--- config.mk ---
export PLATFORM = sky130hd
export DESIGN_NAME = sip_request_completion_fsm
export DESIGN_NICKNAME = d
export VERILOG_FILES = /design/src/sv/sipreq_pkg.sv /design/src/sv/sip_request_completion_fsm.sv
export SDC_FILE = /design/constraint.sdc
export NUM_CORES = 1
export LEC_CHECK = 0
export BUFFER_PORTS_ARGS = -buffer_cell sky130_fd_sc_hd__buf_2
export CORE_MARGIN = 5
export CORE_UTILIZATION = 58
export CTS_BUF_LIST = sky130_fd_sc_hd__clkbuf_16
export DETAILED_ROUTE_END_ITERATION = 10
export HOLD_SLACK_MARGIN = 0.12
export PLACE_DENSITY = 0.93
export SLEW_MARGIN = 20
export SYNTH_ARGS = -nofsm -noshare
export SYNTH_HDL_FRONTEND = slang
export SYNTH_SLANG_ARGS = --single-unit
--- constraint.sdc ---
create_clock -name clk -period 3 [get_ports clk]
set_clock_uncertainty 0.05 [all_clocks]
set_input_delay 0.45 -clock clk [delete_from_list [all_inputs] [get_ports clk]]
set_output_delay 0.45 -clock clk [all_outputs]
set_load 0.05 [all_outputs]
--- src/sv/sipreq_pkg.sv ---
// Package: codes, field types and word formats for the signalling request tracker.
package sipreq_pkg;

    // Request states
    localparam logic [3:0] ST_INIT         = 4'd0;
    localparam logic [3:0] ST_RUN_INIT     = 4'd1;
    localparam logic [3:0] ST_RUNNING      = 4'd2;
    localparam logic [3:0] ST_ACTIVE       = 4'd3;
    localparam logic [3:0] ST_ACTIVE_SUBS  = 4'd4;
    localparam logic [3:0] ST_STOPPING     = 4'd5;
    localparam logic [3:0] ST_PENDING      = 4'd6;
    localparam logic [3:0] ST_RETRY        = 4'd7;
    localparam logic [3:0] ST_DIALOG_RECRE = 4'd8;
    localparam logic [3:0] ST_FAILED       = 4'd9;
    localparam logic [3:0] ST_COMPLETE     = 4'd10;
    localparam logic [3:0] ST_DELETING     = 4'd11;

    // Completion status
    localparam logic [2:0] CS_OK         = 3'd0;
    localparam logic [2:0] CS_PENDING    = 3'd1;
    localparam logic [2:0] CS_TEMP       = 3'd2;
    localparam logic [2:0] CS_TIMEOUT    = 3'd3;
    localparam logic [2:0] CS_DISCONN    = 3'd4;
    localparam logic [2:0] CS_COMPLETION = 3'd5;
    localparam logic [2:0] CS_OTHER      = 3'd6;
    localparam logic [2:0] CS_ILLEGAL    = 3'd7;

    // Subscription states
    localparam logic [1:0] SUB_NONE       = 2'd0;
    localparam logic [1:0] SUB_PENDING    = 2'd1;
    localparam logic [1:0] SUB_ACTIVE     = 2'd2;
    localparam logic [1:0] SUB_TERMINATED = 2'd3;

    // Pending publish operations
    localparam logic [1:0] PEND_NONE    = 2'd0;
    localparam logic [1:0] PEND_MODIFY  = 2'd1;
    localparam logic [1:0] PEND_REFRESH = 2'd2;
    localparam logic [1:0] PEND_BOTH    = 2'd3;

    // Item modes
    localparam logic [1:0] MODE_COMPLETION = 2'd0;
    localparam logic [1:0] MODE_ADD_PEND   = 2'd1;
    localparam logic [1:0] MODE_RETRY      = 2'd2;
    localparam logic [1:0] MODE_FORCE      = 2'd3;

    // Request kinds
    localparam logic [2:0] KIND_REGISTER = 3'd0;
    localparam logic [2:0] KIND_PUBLISH  = 3'd1;
    localparam logic [2:0] KIND_SEND_MSG = 3'd2;
    localparam logic [2:0] KIND_RECV_MSG = 3'd3;
    localparam logic [2:0] KIND_SUBSCR   = 3'd4;

    // Configuration register indexes
    localparam logic [2:0] CFG_KIND      = 3'd0;
    localparam logic [2:0] CFG_EXPIRES   = 3'd1;
    localparam logic [2:0] CFG_AUTO      = 3'd2;
    localparam logic [2:0] CFG_REFRESH   = 3'd3;
    localparam logic [2:0] CFG_GIVEN_TAG = 3'd4;

    // Timing constants in seconds, and the precondition response code
    localparam logic [15:0] LONG_REFRESH   = 16'd1200;
    localparam logic [16:0] REFRESH_MARGIN = 17'd600;
    localparam logic [15:0] RETRY_LIMIT    = 16'd300;
    localparam logic [15:0] RETRY_MIN      = 16'd5;
    localparam logic [16:0] NO_AUTO_SLACK  = 17'd5;
    localparam logic [9:0]  CODE_PRECOND   = 10'd412;

    typedef struct packed {
        logic [1:0]  mode;
        logic [2:0]  status;
        logic        notify_response;
        logic        modify_request;
        logic [9:0]  sip_code;
        logic        send_failed;
        logic [15:0] retry_seconds;
        logic [1:0]  pending_kind;
        logic [3:0]  forced_state;
    } req_word_t;

    typedef struct packed {
        logic        complete_valid;
        logic [2:0]  complete_code;
        logic [3:0]  request_state;
        logic [1:0]  sub_state;
        logic        refresh_start;
        logic [16:0] refresh_seconds;
        logic        refresh_stop;
        logic        expiry_stop;
        logic        tag_only_notice;
        logic        send_pending;
    } rsp_word_t;

endpackage

--- src/sv/sip_request_completion_fsm.sv ---
// Top level: completion state machine for one signalling request.
// An accepted word passes through the input register and then the result register, which drives rsp.
// Throughput: one word per cycle; req_stall rises only when both registers are full and
// rsp_stall holds the result register, so the next word lands while a result waits.
// Reset (rst_n low, asynchronous): request init, no pending, no subscription, counter and
// retry-after zero, expires_reg one, other configuration zero; both registers empty.
module sip_request_completion_fsm (
    input  logic                   clk,
    input  logic                   rst_n,
    input  logic                   req_valid,
    output logic                   req_stall,
    input  sipreq_pkg::req_word_t  req,
    output logic                   rsp_valid,
    input  logic                   rsp_stall,
    output sipreq_pkg::rsp_word_t  rsp,
    input  logic                   cfg_valid,
    output logic                   cfg_ready,
    input  logic [2:0]             cfg_index,
    input  logic [15:0]            cfg_data
);
    import sipreq_pkg::*;

    // Configuration
    logic [2:0]  kind_reg;
    logic        expires_reg;
    logic        auto_reg;
    logic [15:0] refresh_reg;
    logic        given_tag_reg;

    // Request context
    logic [3:0]  state_reg, state_next;
    logic [1:0]  pend_reg, pend_next;
    logic [1:0]  sub_reg, sub_next;
    logic [1:0]  count_reg, count_next;
    logic [15:0] retry_after_reg, retry_after_next;

    // Input register and result register
    logic        in_valid_reg;
    req_word_t   in_reg;
    logic        out_valid_reg;
    rsp_word_t   out_reg;
    rsp_word_t   out_next;

    logic        advance;
    logic [2:0]  st;
    logic        okish;
    logic [16:0] default_interval;
    logic [15:0] retry_raw;
    logic [15:0] retry_interval;
    logic        retry_fails;

    // The result register takes a word when it is empty or being drained this cycle.
    assign advance   = in_valid_reg && (!out_valid_reg || !rsp_stall);
    assign req_stall = in_valid_reg && !advance;
    assign rsp_valid = out_valid_reg;
    assign rsp       = out_reg;
    assign cfg_ready = 1'b1;

    // Illegal status code seven counts as other error, also in the reported code.
    assign st    = (in_reg.status == CS_ILLEGAL) ? CS_OTHER : in_reg.status;
    assign okish = (st == CS_OK) || (st == CS_PENDING);

    // Refresh interval: half the period, or period minus ten minutes when long;
    // without auto refresh the timer runs slightly past the period.
    always_comb
    begin
        if (!auto_reg)
            default_interval = {1'b0, refresh_reg} + NO_AUTO_SLACK;
        else if (refresh_reg > LONG_REFRESH)
            default_interval = {1'b0, refresh_reg} - REFRESH_MARGIN;
        else
            default_interval = {2'b00, refresh_reg[15:1]};
    end

    // Retry interval: the retry-after value if set, else a quarter period capped at 300.
    always_comb
    begin
        if (retry_after_reg != 16'd0)
            retry_raw = retry_after_reg;
        else if (refresh_reg > LONG_REFRESH)
            retry_raw = RETRY_LIMIT;
        else
            retry_raw = {2'b00, refresh_reg[15:2]};
        retry_interval = (retry_raw > RETRY_MIN) ? retry_raw : RETRY_MIN;
        retry_fails    = retry_interval > RETRY_LIMIT;
    end

    // Next context and result for the word in the input register.
    always_comb
    begin
        state_next       = state_reg;
        pend_next        = pend_reg;
        sub_next         = sub_reg;
        count_next       = count_reg;
        retry_after_next = retry_after_reg;
        out_next         = '0;

        unique case (in_reg.mode)
            MODE_COMPLETION:
            begin
                if (state_reg == ST_DELETING) begin
                    out_next.complete_valid = 1'b1;
                    out_next.complete_code  = st;
                end
                else if (st == CS_DISCONN || (st == CS_TIMEOUT && kind_reg != KIND_PUBLISH))
                begin
                    // Network failure: drop both timers and fail.
                    retry_after_next        = 16'd0;
                    out_next.expiry_stop    = 1'b1;
                    out_next.refresh_stop   = 1'b1;
                    state_next              = ST_FAILED;
                    sub_next                = SUB_TERMINATED;
                    out_next.complete_valid = 1'b1;
                    out_next.complete_code  = st;
                end
                else begin
                    unique case (kind_reg) inside
                        KIND_REGISTER:
                        begin
                            out_next.expiry_stop    = 1'b1;
                            out_next.complete_valid = 1'b1;
                            out_next.complete_code  = st;
                        end
                        KIND_PUBLISH:
                        begin
                            pend_next = PEND_NONE;
                            if (state_reg != ST_PENDING)
                                out_next.refresh_stop = 1'b1;
                            if (state_reg == ST_RUN_INIT) begin
                                out_next.expiry_stop = 1'b1;
                                if (st == CS_OK) begin
                                    state_next               = ST_ACTIVE;
                                    out_next.refresh_start   = 1'b1;
                                    out_next.refresh_seconds = default_interval;
                                end
                                else begin
                                    state_next = ST_FAILED;
                                    sub_next   = SUB_TERMINATED;
                                end
                                out_next.complete_valid = 1'b1;
                                out_next.complete_code  = st;
                            end
                            else if (state_reg == ST_RUNNING) begin
                                if (in_reg.modify_request) begin
                                    state_next = ST_ACTIVE;
                                    if (pend_reg != PEND_NONE) begin
                                        if (st != CS_OK) begin
                                            out_next.expiry_stop    = 1'b1;
                                            out_next.complete_valid = 1'b1;
                                            out_next.complete_code  = CS_COMPLETION;
                                            state_next              = ST_FAILED;
                                            sub_next                = SUB_TERMINATED;
                                        end
                                        else begin
                                            out_next.refresh_start   = 1'b1;
                                            out_next.refresh_seconds = default_interval;
                                            out_next.send_pending    = 1'b1;
                                            if (in_reg.send_failed) begin
                                                out_next.expiry_stop    = 1'b1;
                                                out_next.complete_valid = 1'b1;
                                                out_next.complete_code  = CS_OTHER;
                                            end
                                        end
                                    end
                                    else begin
                                        if ((st == CS_OK || st == CS_TEMP) &&
                                            in_reg.sip_code != CODE_PRECOND) begin
                                            out_next.refresh_start   = 1'b1;
                                            out_next.refresh_seconds = default_interval;
                                            out_next.complete_valid  = 1'b1;
                                            out_next.complete_code   = st;
                                        end
                                        else begin
                                            out_next.complete_valid = 1'b1;
                                            out_next.complete_code  = CS_COMPLETION;
                                            state_next              = ST_FAILED;
                                            sub_next                = SUB_TERMINATED;
                                        end
                                        out_next.expiry_stop = 1'b1;
                                    end
                                end
                                else begin
                                    out_next.expiry_stop = 1'b1;
                                    if (st == CS_OK) begin
                                        out_next.refresh_start   = 1'b1;
                                        out_next.refresh_seconds = default_interval;
                                        state_next               = ST_ACTIVE;
                                        out_next.tag_only_notice = 1'b1;
                                    end
                                    else begin
                                        state_next              = ST_FAILED;
                                        sub_next                = SUB_TERMINATED;
                                        out_next.complete_valid = 1'b1;
                                        out_next.complete_code  = st;
                                    end
                                end
                            end
                            else if (state_reg == ST_STOPPING) begin
                                out_next.expiry_stop    = 1'b1;
                                state_next              = ST_COMPLETE;
                                sub_next                = SUB_TERMINATED;
                                out_next.complete_valid = 1'b1;
                                out_next.complete_code  = given_tag_reg ? st : CS_OK;
                            end
                            else if (state_reg == ST_PENDING &&
                                     (pend_reg == PEND_MODIFY || pend_reg == PEND_BOTH) &&
                                     st != CS_COMPLETION) begin
                                out_next.expiry_stop    = 1'b1;
                                out_next.complete_valid = 1'b1;
                                out_next.complete_code  = st;
                                state_next              = ST_ACTIVE;
                                // Modify failed with a refresh queued: keep the refresh.
                                if (pend_reg == PEND_BOTH && st != CS_OK) begin
                                    state_next = ST_PENDING;
                                    pend_next  = PEND_REFRESH;
                                end
                            end
                            else begin
                                out_next.expiry_stop    = 1'b1;
                                state_next              = ST_FAILED;
                                sub_next                = SUB_TERMINATED;
                                out_next.complete_valid = 1'b1;
                                out_next.complete_code  = st;
                            end
                        end
                        KIND_SEND_MSG, KIND_RECV_MSG:
                        begin
                            out_next.complete_valid = 1'b1;
                            out_next.complete_code  = st;
                        end
                        KIND_SUBSCR:
                        begin
                            if (in_reg.notify_response) begin
                                if (okish) begin
                                    sub_next = (st == CS_PENDING) ? SUB_PENDING : SUB_ACTIVE;
                                    if (state_reg == ST_STOPPING && st != CS_OK) begin
                                        count_next = count_reg + 2'd1;
                                        if (count_next == 2'd2) begin
                                            state_next           = ST_COMPLETE;
                                            sub_next             = SUB_TERMINATED;
                                            out_next.expiry_stop = 1'b1;
                                        end
                                    end
                                    out_next.complete_valid = 1'b1;
                                    out_next.complete_code  = st;
                                end
                                else if (state_reg == ST_ACTIVE_SUBS) begin
                                    if (auto_reg && st == CS_TEMP) begin
                                        out_next.refresh_stop = 1'b1;
                                        if (retry_fails) begin
                                            state_next              = ST_FAILED;
                                            sub_next                = SUB_TERMINATED;
                                            out_next.complete_valid = 1'b1;
                                            out_next.complete_code  = CS_COMPLETION;
                                        end
                                        else begin
                                            state_next               = ST_RETRY;
                                            out_next.refresh_start   = 1'b1;
                                            out_next.refresh_seconds = {1'b0, retry_interval};
                                        end
                                    end
                                    else begin
                                        state_next = (st == CS_TIMEOUT || st == CS_COMPLETION)
                                                     ? ST_COMPLETE : ST_FAILED;
                                        sub_next                = SUB_TERMINATED;
                                        out_next.complete_valid = 1'b1;
                                        out_next.complete_code  = st;
                                    end
                                end
                                else begin
                                    out_next.complete_valid = 1'b1;
                                    out_next.complete_code  = st;
                                end
                            end
                            else begin
                                if (state_reg != ST_STOPPING)
                                    out_next.expiry_stop = 1'b1;
                                if (state_reg != ST_RUN_INIT)
                                    out_next.refresh_stop = 1'b1;
                                if (state_reg == ST_RUN_INIT) begin
                                    if (okish) begin
                                        if (expires_reg) begin
                                            if (st == CS_PENDING)
                                                sub_next = SUB_PENDING;
                                            state_next = ST_ACTIVE_SUBS;
                                        end
                                        else begin
                                            state_next = ST_COMPLETE;
                                            sub_next   = SUB_TERMINATED;
                                        end
                                    end
                                    else begin
                                        state_next = ST_FAILED;
                                        sub_next   = SUB_TERMINATED;
                                    end
                                    out_next.complete_valid = 1'b1;
                                    out_next.complete_code  = st;
                                end
                                else if (state_reg == ST_ACTIVE_SUBS) begin
                                    if (retry_fails) begin
                                        state_next              = ST_FAILED;
                                        sub_next                = SUB_TERMINATED;
                                        out_next.complete_valid = 1'b1;
                                        out_next.complete_code  = CS_COMPLETION;
                                    end
                                    else begin
                                        state_next               = ST_RETRY;
                                        out_next.refresh_start   = 1'b1;
                                        out_next.refresh_seconds = {1'b0, retry_interval};
                                    end
                                end
                                else if (state_reg == ST_STOPPING) begin
                                    // Unsubscribe finishes on an error or the second answer.
                                    count_next = count_reg + 2'd1;
                                    if (!okish || count_next == 2'd2) begin
                                        state_next           = ST_COMPLETE;
                                        sub_next             = SUB_TERMINATED;
                                        out_next.expiry_stop = 1'b1;
                                    end
                                    out_next.complete_valid = 1'b1;
                                    out_next.complete_code  = st;
                                end
                                else if (state_reg == ST_DIALOG_RECRE && st == CS_OK) begin
                                    state_next = ST_ACTIVE_SUBS;
                                end
                                else begin
                                    state_next              = ST_FAILED;
                                    sub_next                = SUB_TERMINATED;
                                    out_next.complete_valid = 1'b1;
                                    out_next.complete_code  = st;
                                end
                            end
                        end
                        default:
                        begin
                            // Other kinds: nothing beyond the common checks.
                        end
                    endcase
                end
            end
            MODE_ADD_PEND:
            begin
                if ((in_reg.pending_kind == PEND_MODIFY && pend_reg == PEND_REFRESH) ||
                    (in_reg.pending_kind == PEND_REFRESH && pend_reg == PEND_MODIFY))
                    pend_next = PEND_BOTH;
                else if (in_reg.pending_kind == PEND_MODIFY && pend_reg == PEND_NONE)
                    pend_next = PEND_MODIFY;
                else if (in_reg.pending_kind == PEND_REFRESH && pend_reg == PEND_NONE)
                    pend_next = PEND_REFRESH;
            end
            MODE_RETRY:
            begin
                retry_after_next = in_reg.retry_seconds;
            end
            MODE_FORCE:
            begin
                if (in_reg.forced_state <= ST_DELETING) begin
                    state_next = in_reg.forced_state;
                    if (in_reg.forced_state == ST_FAILED || in_reg.forced_state == ST_COMPLETE ||
                        in_reg.forced_state == ST_DELETING)
                        sub_next = SUB_TERMINATED;
                end
            end
            default:
            begin
            end
        endcase

        out_next.request_state = state_next;
        out_next.sub_state     = sub_next;
    end

    // Configuration writes
    always_ff @(posedge clk or negedge rst_n)
    begin
        if (!rst_n) begin
            kind_reg      <= KIND_REGISTER;
            expires_reg   <= 1'b1;
            auto_reg      <= 1'b0;
            refresh_reg   <= 16'd0;
            given_tag_reg <= 1'b0;
        end
        else if (cfg_valid && cfg_ready) begin
            unique case (cfg_index)
                CFG_KIND:      kind_reg      <= cfg_data[2:0];
                CFG_EXPIRES:   expires_reg   <= cfg_data[0];
                CFG_AUTO:      auto_reg      <= cfg_data[0];
                CFG_REFRESH:   refresh_reg   <= cfg_data;
                CFG_GIVEN_TAG: given_tag_reg <= cfg_data[0];
                default:
                begin
                end
            endcase
        end
    end

    // Context and handshake control
    always_ff @(posedge clk or negedge rst_n)
    begin
        if (!rst_n) begin
            state_reg       <= ST_INIT;
            pend_reg        <= PEND_NONE;
            sub_reg         <= SUB_NONE;
            count_reg       <= 2'd0;
            retry_after_reg <= 16'd0;
            in_valid_reg    <= 1'b0;
            out_valid_reg   <= 1'b0;
        end
        else begin
            if (advance) begin
                state_reg       <= state_next;
                pend_reg        <= pend_next;
                sub_reg         <= sub_next;
                count_reg       <= count_next;
                retry_after_reg <= retry_after_next;
            end
            if (req_valid && !req_stall)
                in_valid_reg <= 1'b1;
            else if (advance)
                in_valid_reg <= 1'b0;
            if (advance)
                out_valid_reg <= 1'b1;
            else if (!rsp_stall)
                out_valid_reg <= 1'b0;
        end
    end

    // Payload registers
    always_ff @(posedge clk)
    begin
        if (req_valid && !req_stall)
            in_reg <= req;
        if (advance)
            out_reg <= out_next;
    end

endmodule
# Yosys cells after proc, flatten, opt, wreduce, memory -nomap -nowiden
# Index checks and enable logic that the tools add are counted.
# totals
ff_bits,122
inputBits,64
output_inout_bits,35
elab_cells,298
# classes
addsub,3
magnitude_cmp,4
eq_ne,49
n_mux,149
bitwise,7
n_reduce_logical,55
# ops
op,count
two-way mux 18 bit,10
two-way mux 4 bit,44
two-way mux 2 bit,48
two-way mux 16 bit,4
two-way mux 19 bit,3
one-hot mux 19 bit (2 select lines),1
two-way mux 17 bit,2
one-hot mux 16 bit (2 select lines),1
two-way mux 1 bit,22
"== test 4 bit, second input constant",5
two-way mux 20 bit,1
"== test 3 x 2 -> 1 bit, second input constant",6
"adder 16 x 3 -> 17 bit, second input constant",1
"subtractor 16 x 10 -> 17 bit, second input constant",1
"greater-than comparator 16 x 11 -> 1 bit, second input constant",1
"greater-than comparator 16 x 3 -> 1 bit, second input constant",1
"greater-than comparator 16 x 9 -> 1 bit, second input constant",1
one-hot mux 4 bit (2 select lines),2
nonzero test 16 bit,1
"== test 3 bit, second input constant",5
logical AND 1 bit,15
two-way mux 3 bit,5
two-way mux 14 bit,1
"== test 2 bit, second input constant",6
other kinds (33),80

# Longest topological paths before layout
# logic_depth
depth_word,15
ltp_mapped,13
ltp_nobuf,10

# Least setup slack after synthesis
# Ideal clock, no wire load.
# synth_path
path_kind,register to register
start,register out_valid_reg (netlist: rsp_valid)
end,register state_reg[0]
setup_ps,126
t_arrival_ps,2440
required_time_ps,2824
setup_slack_ps,384
path_stages_with_launch,6
n_path_buf,1
period_less_slack_ps,2616
cell_sequence,dfrtp_1 -> nand2_1 -> nand2_1 -> inv_1 -> clkbuf_1 -> mux2_2
# synth_via
elab_chain_len,3
# synth_rtl
element,line_no,rtl
start: declaration,sip_request_completion_fsm.sv:40,logic out_valid_reg;
start signal: assignment,sip_request_completion_fsm.sv:407,out_valid_reg <= 1'b0;
start signal: assignment,sip_request_completion_fsm.sv:422,out_valid_reg <= 1'b1;
start signal: assignment,sip_request_completion_fsm.sv:424,out_valid_reg <= 1'b0;
zero test 1 bit,sip_request_completion_fsm.sv:53,assign advance = in_valid_reg && (!out_valid_reg || !rsp_stall);
logical OR 1 bit,sip_request_completion_fsm.sv:53,
logical AND 1 bit,sip_request_completion_fsm.sv:53,
via advance,sip_request_completion_fsm.sv:44,logic advance;
end signal: assignment,sip_request_completion_fsm.sv:411,state_reg <= state_next;
end: declaration,sip_request_completion_fsm.sv:31,"logic [3:0] state_reg, state_next;"
# The timed path passes the listed nets, and every way through them passes these cells.
# A chain may end at the register's enable or synchronous reset.

# Worst setup path after layout
# layout_path
start,register refresh_reg[0]
end,register out_reg (netlist bit rsp[11]) (data pin)
# layout_via
elab_chain_len,12
elab_cells_between_ends,25
classes_between,add/sub (2); order compare (3); mux (20)
# layout_rtl
element,line_no,rtl
start: declaration,sip_request_completion_fsm.sv:27,logic [15:0] refresh_reg;
start signal: assignment,sip_request_completion_fsm.sv:388,CFG_REFRESH: refresh_reg <= cfg_data;
greater-than comparator 16 x 11 -> 1 bit,"sip_request_completion_fsm.sv:69, sip_request_completion_fsm.sv:80",
two-way mux 14 bit,sip_request_completion_fsm.sv:80,else if (refresh_reg > LONG_REFRESH)
two-way mux 16 bit,sip_request_completion_fsm.sv:78,if (retry_after_reg != 16'd0)
greater-than comparator 16 x 3 -> 1 bit,sip_request_completion_fsm.sv:84,retry_interval = (retry_raw > RETRY_MIN) ? retry_raw : RETRY_MIN;
two-way mux 16 bit,sip_request_completion_fsm.sv:84,
greater-than comparator 16 x 9 -> 1 bit,sip_request_completion_fsm.sv:85,retry_fails = retry_interval > RETRY_LIMIT;
two-way mux 18 bit,"sip_request_completion_fsm.sv:250, sip_request_completion_fsm.sv:300",
two-way mux 19 bit,sip_request_completion_fsm.sv:248,if (auto_reg && st == CS_TEMP) begin
two-way mux 19 bit,sip_request_completion_fsm.sv:247,else if (state_reg == ST_ACTIVE_SUBS) begin
two-way mux 19 bit,sip_request_completion_fsm.sv:234,if (okish) begin
two-way mux 20 bit,sip_request_completion_fsm.sv:233,if (in_reg.notify_response) begin
one-hot mux 19 bit (2 select lines) *,sip_request_completion_fsm.sv:117,unique case (kind_reg) inside
end signal: assignment,sip_request_completion_fsm.sv:434,out_reg <= out_next;
end: declaration,sip_request_completion_fsm.sv:41,rsp_word_t out_reg;
# Every way passes the cells marked *; elsewhere a longest branch is shown, timed or not.

==> report_table.html <==
<table>
<tr><th>Metric</th><th>Value</th></tr>
<tr><th colspan="2">STA</th></tr>
<tr><td>Count of final hold-check violations</td><td>0</td></tr>
<tr><td>Number of max-slew violations in the final report</td><td>0</td></tr>
<tr><td>RSZ-0062 raised after global routing</td><td>no</td></tr>
<tr><td>Shortest clock period the worst path allows after layout</td><td>2860 ps</td></tr>
<tr><td>Relative slew slack</td><td>44.0%</td></tr>
<tr><td>Fin Setup TNS</td><td>0 ps</td></tr>
<tr><td>Slew at the pin closest to its max-slew limit</td><td>approximately 840 ps</td></tr>
<tr><td>Max Freq</td><td>between 300 and 400 MHz</td></tr>
<tr><td>Fraction of the cycle the final worst path needs</td><td>a little over nine tenths</td></tr>
<tr><td>Final setup violation count</td><td>0</td></tr>
<tr><th colspan="2">Setup path</th></tr>
<tr><td>Critical-path top delay cell</td><td>or3_1</td></tr>
<tr><td>Crit-path max cell delay</td><td>between 400 and 500 ps</td></tr>
<tr><td>Crit Path Category</td><td>register to register</td></tr>
<tr><td>Worst reg2reg endpoint</td><td>rsp[11]</td></tr>
<tr><td>Critical Path RT</td><td>3120 ps</td></tr>
<tr><td>Worst setup SP type</td><td>register</td></tr>
<tr><td>Number of cells on the worst reg-to-reg path</td><td>11</td></tr>
<tr><td>Number of buffers and inverters on the critical path</td><td>2</td></tr>
<tr><td>Crit path max fanout</td><td>6</td></tr>
<tr><td>Cell type group with the largest total delay on the critical path</td><td>simple AND/OR/NAND/NOR gates</td></tr>
<tr><td>Slack of the worst reg-to-reg path</td><td>140 ps</td></tr>
<tr><td>Endpoint class of the critical path</td><td>register</td></tr>
<tr><td>Worst endpoint data arrival time</td><td>just under 3000 ps</td></tr>
<tr><td>Critical register-to-register path startpoint</td><td>refresh_reg[0]</td></tr>
<tr><td>CP Cell Sequence</td><td>inv_1 -&gt; ha_1 -&gt; nor4b_1 -&gt; or3_1 -&gt; and2_4 -&gt; buf_4 -&gt; a31oi_1 -&gt; nor2_1 -&gt; o2111ai_1 -&gt; o32a_1 -&gt; nor2_1</td></tr>
<tr><td>Most Frequent Cell on Critical Path</td><td>nor2_1</td></tr>
<tr><th colspan="2">Power</th></tr>
<tr><td>Clock network power share</td><td>31.2%</td></tr>
<tr><td>Switching part of the total power</td><td>between 30% and 40%</td></tr>
<tr><td>Switching pwr</td><td>about 2.2 mW</td></tr>
<tr><td>Comb pwr share</td><td>29.9%</td></tr>
<tr><td>Power per standard cell area</td><td>719 nW/µm²</td></tr>
<tr><td>IR Drop Worst-Case VDD</td><td>~0.55 mV</td></tr>
<tr><td>Register share of total power</td><td>approximately two fifths</td></tr>
<tr><td>P_leak</td><td>around 3.4 nW</td></tr>
<tr><td>Internal power</td><td>between 3 and 4 mW</td></tr>
<tr><th colspan="2">CTS</th></tr>
<tr><td>Clock buffers created by TritonCTS</td><td>17</td></tr>
<tr><td>Clock-pin slew reported for the worst setup and hold paths after clock tree synthesis</td><td>70 ps</td></tr>
<tr><td>Clk_lat worst skew</td><td>between 400 and 500 ps</td></tr>
<tr><td>TritonCTS clock tree</td><td>built</td></tr>
<tr><td>Root buffer cell</td><td>clkbuf_16</td></tr>
<tr><td>Number of sinks on the clock net</td><td>around 120</td></tr>
<tr><td>Maximum buffer depth of the clock tree</td><td>2</td></tr>
<tr><td>Depth of the CTS H-tree</td><td>4</td></tr>
<tr><th colspan="2">Finish</th></tr>
<tr><td>Fill cell count</td><td>just under 900</td></tr>
<tr><td>Register cell area after layout</td><td>around 3400 µm²</td></tr>
<tr><td>Post-synthesis to final-layout area growth</td><td>19.7%</td></tr>
<tr><td>Max reg flops</td><td>40</td></tr>
<tr><td>Area taken by multi-input logic gates</td><td>3250 µm²</td></tr>
<tr><td>Final antenna diode count</td><td>0</td></tr>
<tr><td>Share of final-layout standard cells stronger than drive strength 1</td><td>~28%</td></tr>
<tr><td>Final cell utilization of the core</td><td>a little over two thirds</td></tr>
<tr><td>Post-layout nets</td><td>roughly 900</td></tr>
<tr><th colspan="2">Global route</th></tr>
<tr><td>Global router's overall resource usage</td><td>27.0%</td></tr>
<tr><td>Initial antenna violation count</td><td>0</td></tr>
<tr><td>Vias in the first global route</td><td>~5,800</td></tr>
<tr><td>First-pass GRT wire length</td><td>30,400 µm</td></tr>
<tr><td>Remaining global-route overflow</td><td>0</td></tr>
<tr><td>Largest net degree at the start of global routing</td><td>41</td></tr>
<tr><th colspan="2">Floorplan</th></tr>
<tr><td>Die W</td><td>approximately 120 µm</td></tr>
<tr><td>Std cell rows</td><td>40</td></tr>
<tr><td>Die outline area</td><td>approximately 14,000 µm²</td></tr>
<tr><td>Initial core utilization</td><td>between 50 and 60%</td></tr>
<tr><td>Height of the chip</td><td>120 µm</td></tr>
<tr><td>Area inside the core boundary</td><td>approximately 12,000 µm²</td></tr>
<tr><td>IO Count</td><td>99</td></tr>
<tr><th colspan="2">Synthesis</th></tr>
<tr><td>Post-Synthesis Net Count</td><td>about 760</td></tr>
<tr><td>Cell count after synthesis</td><td>a little under 700</td></tr>
<tr><td>Fraction of synthesized cell area taken by the top area cell type</td><td>just over 30%</td></tr>
<tr><td>Synth unique cells</td><td>88</td></tr>
<tr><td>Avg Synthesized Cell Area</td><td>10.1 µm²</td></tr>
<tr><td>Netlist area before placement</td><td>about 7000 µm²</td></tr>
<tr><td>Top cells by area in the synthesized netlist</td><td>edfxtp_1 31%, dfrtp_1 18%, mux2_2 4.0%, a21oi_1 3.5%, nor2_1 3.3%</td></tr>
<tr><td>Fraction of synthesis flops using an asynchronous set or reset pin</td><td>roughly two fifths</td></tr>
<tr><td>Ys flop type</td><td>edfxtp_1</td></tr>
<tr><td>Synth Register Bits</td><td>~120</td></tr>
<tr><td>Top cell type by total area after synthesis</td><td>edfxtp_1</td></tr>
<tr><td>Proportion of synthesized chip area in sequential cells</td><td>between 40% and 50%</td></tr>
<tr><td>Synth warnings</td><td>0</td></tr>
<tr><td>Count of flip-flops with a built-in enable after synthesis</td><td>72</td></tr>
<tr><th colspan="2">Route</th></tr>
<tr><td>Remaining number of nets flagged by the antenna check after routing</td><td>0</td></tr>
<tr><td>Residual DRC</td><td>0</td></tr>
<tr><td>Number of search-and-repair iterations in the first detailed-routing pass</td><td>7</td></tr>
<tr><td>Vias per inst</td><td>approximately 6.5</td></tr>
<tr><td>Number of DRC markers in iteration 0</td><td>between 800 and 900</td></tr>
<tr><td>Detailed Route WL</td><td>between 15,000 and 20,000 µm</td></tr>
<tr><td>Via count of the routed design</td><td>6,328</td></tr>
<tr><td>Post-DR wirelength/cell</td><td>just under 20 µm</td></tr>
<tr><th colspan="2">Place</th></tr>
<tr><td>IO buf count</td><td>97</td></tr>
<tr><td>GPL Wtd Cong</td><td>1.06</td></tr>
<tr><td>Post-detailed-placement half-perimeter wirelength</td><td>13,900 µm</td></tr>
<tr><th colspan="2">Worst hold path</th></tr>
<tr><td>Worst min-delay path class</td><td>input port to register</td></tr>
<tr><td>Worst hold start</td><td>req[34]</td></tr>
<tr><td>Destination of the worst hold path</td><td>in_reg[34]</td></tr>
<tr><td>Hold Path Cell Cnt</td><td>1</td></tr>
<tr><th colspan="2">Outcome</th></tr>
<tr><td>Run status</td><td>finished clean</td></tr>
<tr><th colspan="2">Flow run</th></tr>
<tr><td>Max-capacitance violation count</td><td>0</td></tr>
</table>
==> Yosys cell counts, types with 4 or more instances <==
cell type / n
clkbuf_1: 28
o21a_1: 6
and3_1: 5
and2_1: 4
nand2_1: 54
a31oi_1: 18
o21ai_0: 43
buf_2: 11
ha_1: 8
o2111ai_1: 4
a21o_1: 4
o22ai_1: 10
nor3b_1: 5
nor2_1: 62
a211oi_1: 8
edfxtp_1: 72
o21ai_1: 5
nor3_1: 25
mux2_2: 25
o31ai_1: 6
nand3_1: 24
a22o_1: 16
a21oi_1: 49
buf_4: 5
o32ai_1: 4
inv_1: 26
or3_1: 9
nand4_1: 4
nor2b_1: 7
nand2b_1: 10
dfrtp_1: 49
==> cell families after synthesis <==
kind of cell | Yosys count | share of synthesized area (%)
compound gates | 219 | 22.2
xor+xnor | 2 | 0.252
fa+ha+maj | 8 | 1.44
buf+inv | 72 | 4.46
flops | 122 | 49.1
mux | 27 | 4.33
other cells | 1 | 0.0539
simple gates | 241 | 18.2
==> repair_timing <==
action                                  4_1_cts  5_1_grt
hold buffers                                  1        0
resized for setup                             0        4
buffers inserted                              0        2
hold endpoints to repair                     17        0
endpoints found under the setup margin        0        7
==> power groups by stage <==
stage | combinational [mW] | sequential (mW) | clock, mW
6_report | 1.79 | 2.33 | 1.87
3_3_place_gp | 1.70 | 2.34 | 0
4_1_cts | 1.73 | 2.32 | 1.88
2_1_floorplan | 1.16 | 2.35 | 0
5_1_grt | 1.93 | 2.36 | 1.95
3_5_place_dp | 1.72 | 2.35 | 0
==> layer usage <==
layer / track usage [%] / wire length [µm] / up-vias
met5: 0 / 0 / -
met4: 10.6 / 445 / 0
met3: 6.60 / 2500 / 57
met2: 39.7 / 8470 / 470
met1: 38.8 / 7690 / 2946
li1: - / - / 2855
==> final cells by class <==
type | instances | share of cell area, %
multi-input combinational | 498 | 39.0
inverter | 27 | 1.22
clock inverter | 15 | 1.40
tap | 147 | 2.21
timing repair buffer | 142 | 10.1
sequential | 122 | 41.0
clock buffer | 17 | 5.11
==> how the worst max path moves through the flow <==
stage,from,end,depth (start not counted)
2_1_floorplan,rsp_valid,state_reg[0],5
3_3_place_gp,refresh_reg[14],rsp[27],8
3_5_place_dp,refresh_reg[14],rsp[27],8
4_1_cts,refresh_reg[0],sub_reg[1],10
5_1_grt,state_reg[3],rsp[22],8
6_report,refresh_reg[0],rsp[11],11
==> cell usage in the layout (no fill, tap or decap), types with 5 or more instances in the layout <==
cell / n
inv_1: 27
a21oi_1: 48
a211oi_1: 8
nor2_1: 62
buf_4: 43
o21ai_1: 5
o21a_1: 6
nand3_1: 24
edfxtp_1: 72
a22o_1: 16
o31ai_1: 6
nor2b_1: 7
mux2_2: 25
buf_2: 97
nand2b_1: 10
o22ai_1: 10
clkbuf_16: 17
nor3_1: 25
ha_1: 8
dfrtp_1: 49
or3_1: 9
inv_6: 6
o21ai_0: 43
a31oi_1: 18
nand2_1: 54
==> through the flow <==
stage               worst slack, ps  total power [mW]  instances  area, µm²  hold slack, ps
detailed placement              171              4.06        933       7750             401
floorplan                       384              3.51        692       6960             104
finish                          138              5.99        968       8330             149
global placement                217              4.03        933       7750             396
CTS                             119              5.93        966       8300             137
global route                   9.40              6.25        968       8330             136
Power figures use the tool's default switching activity.
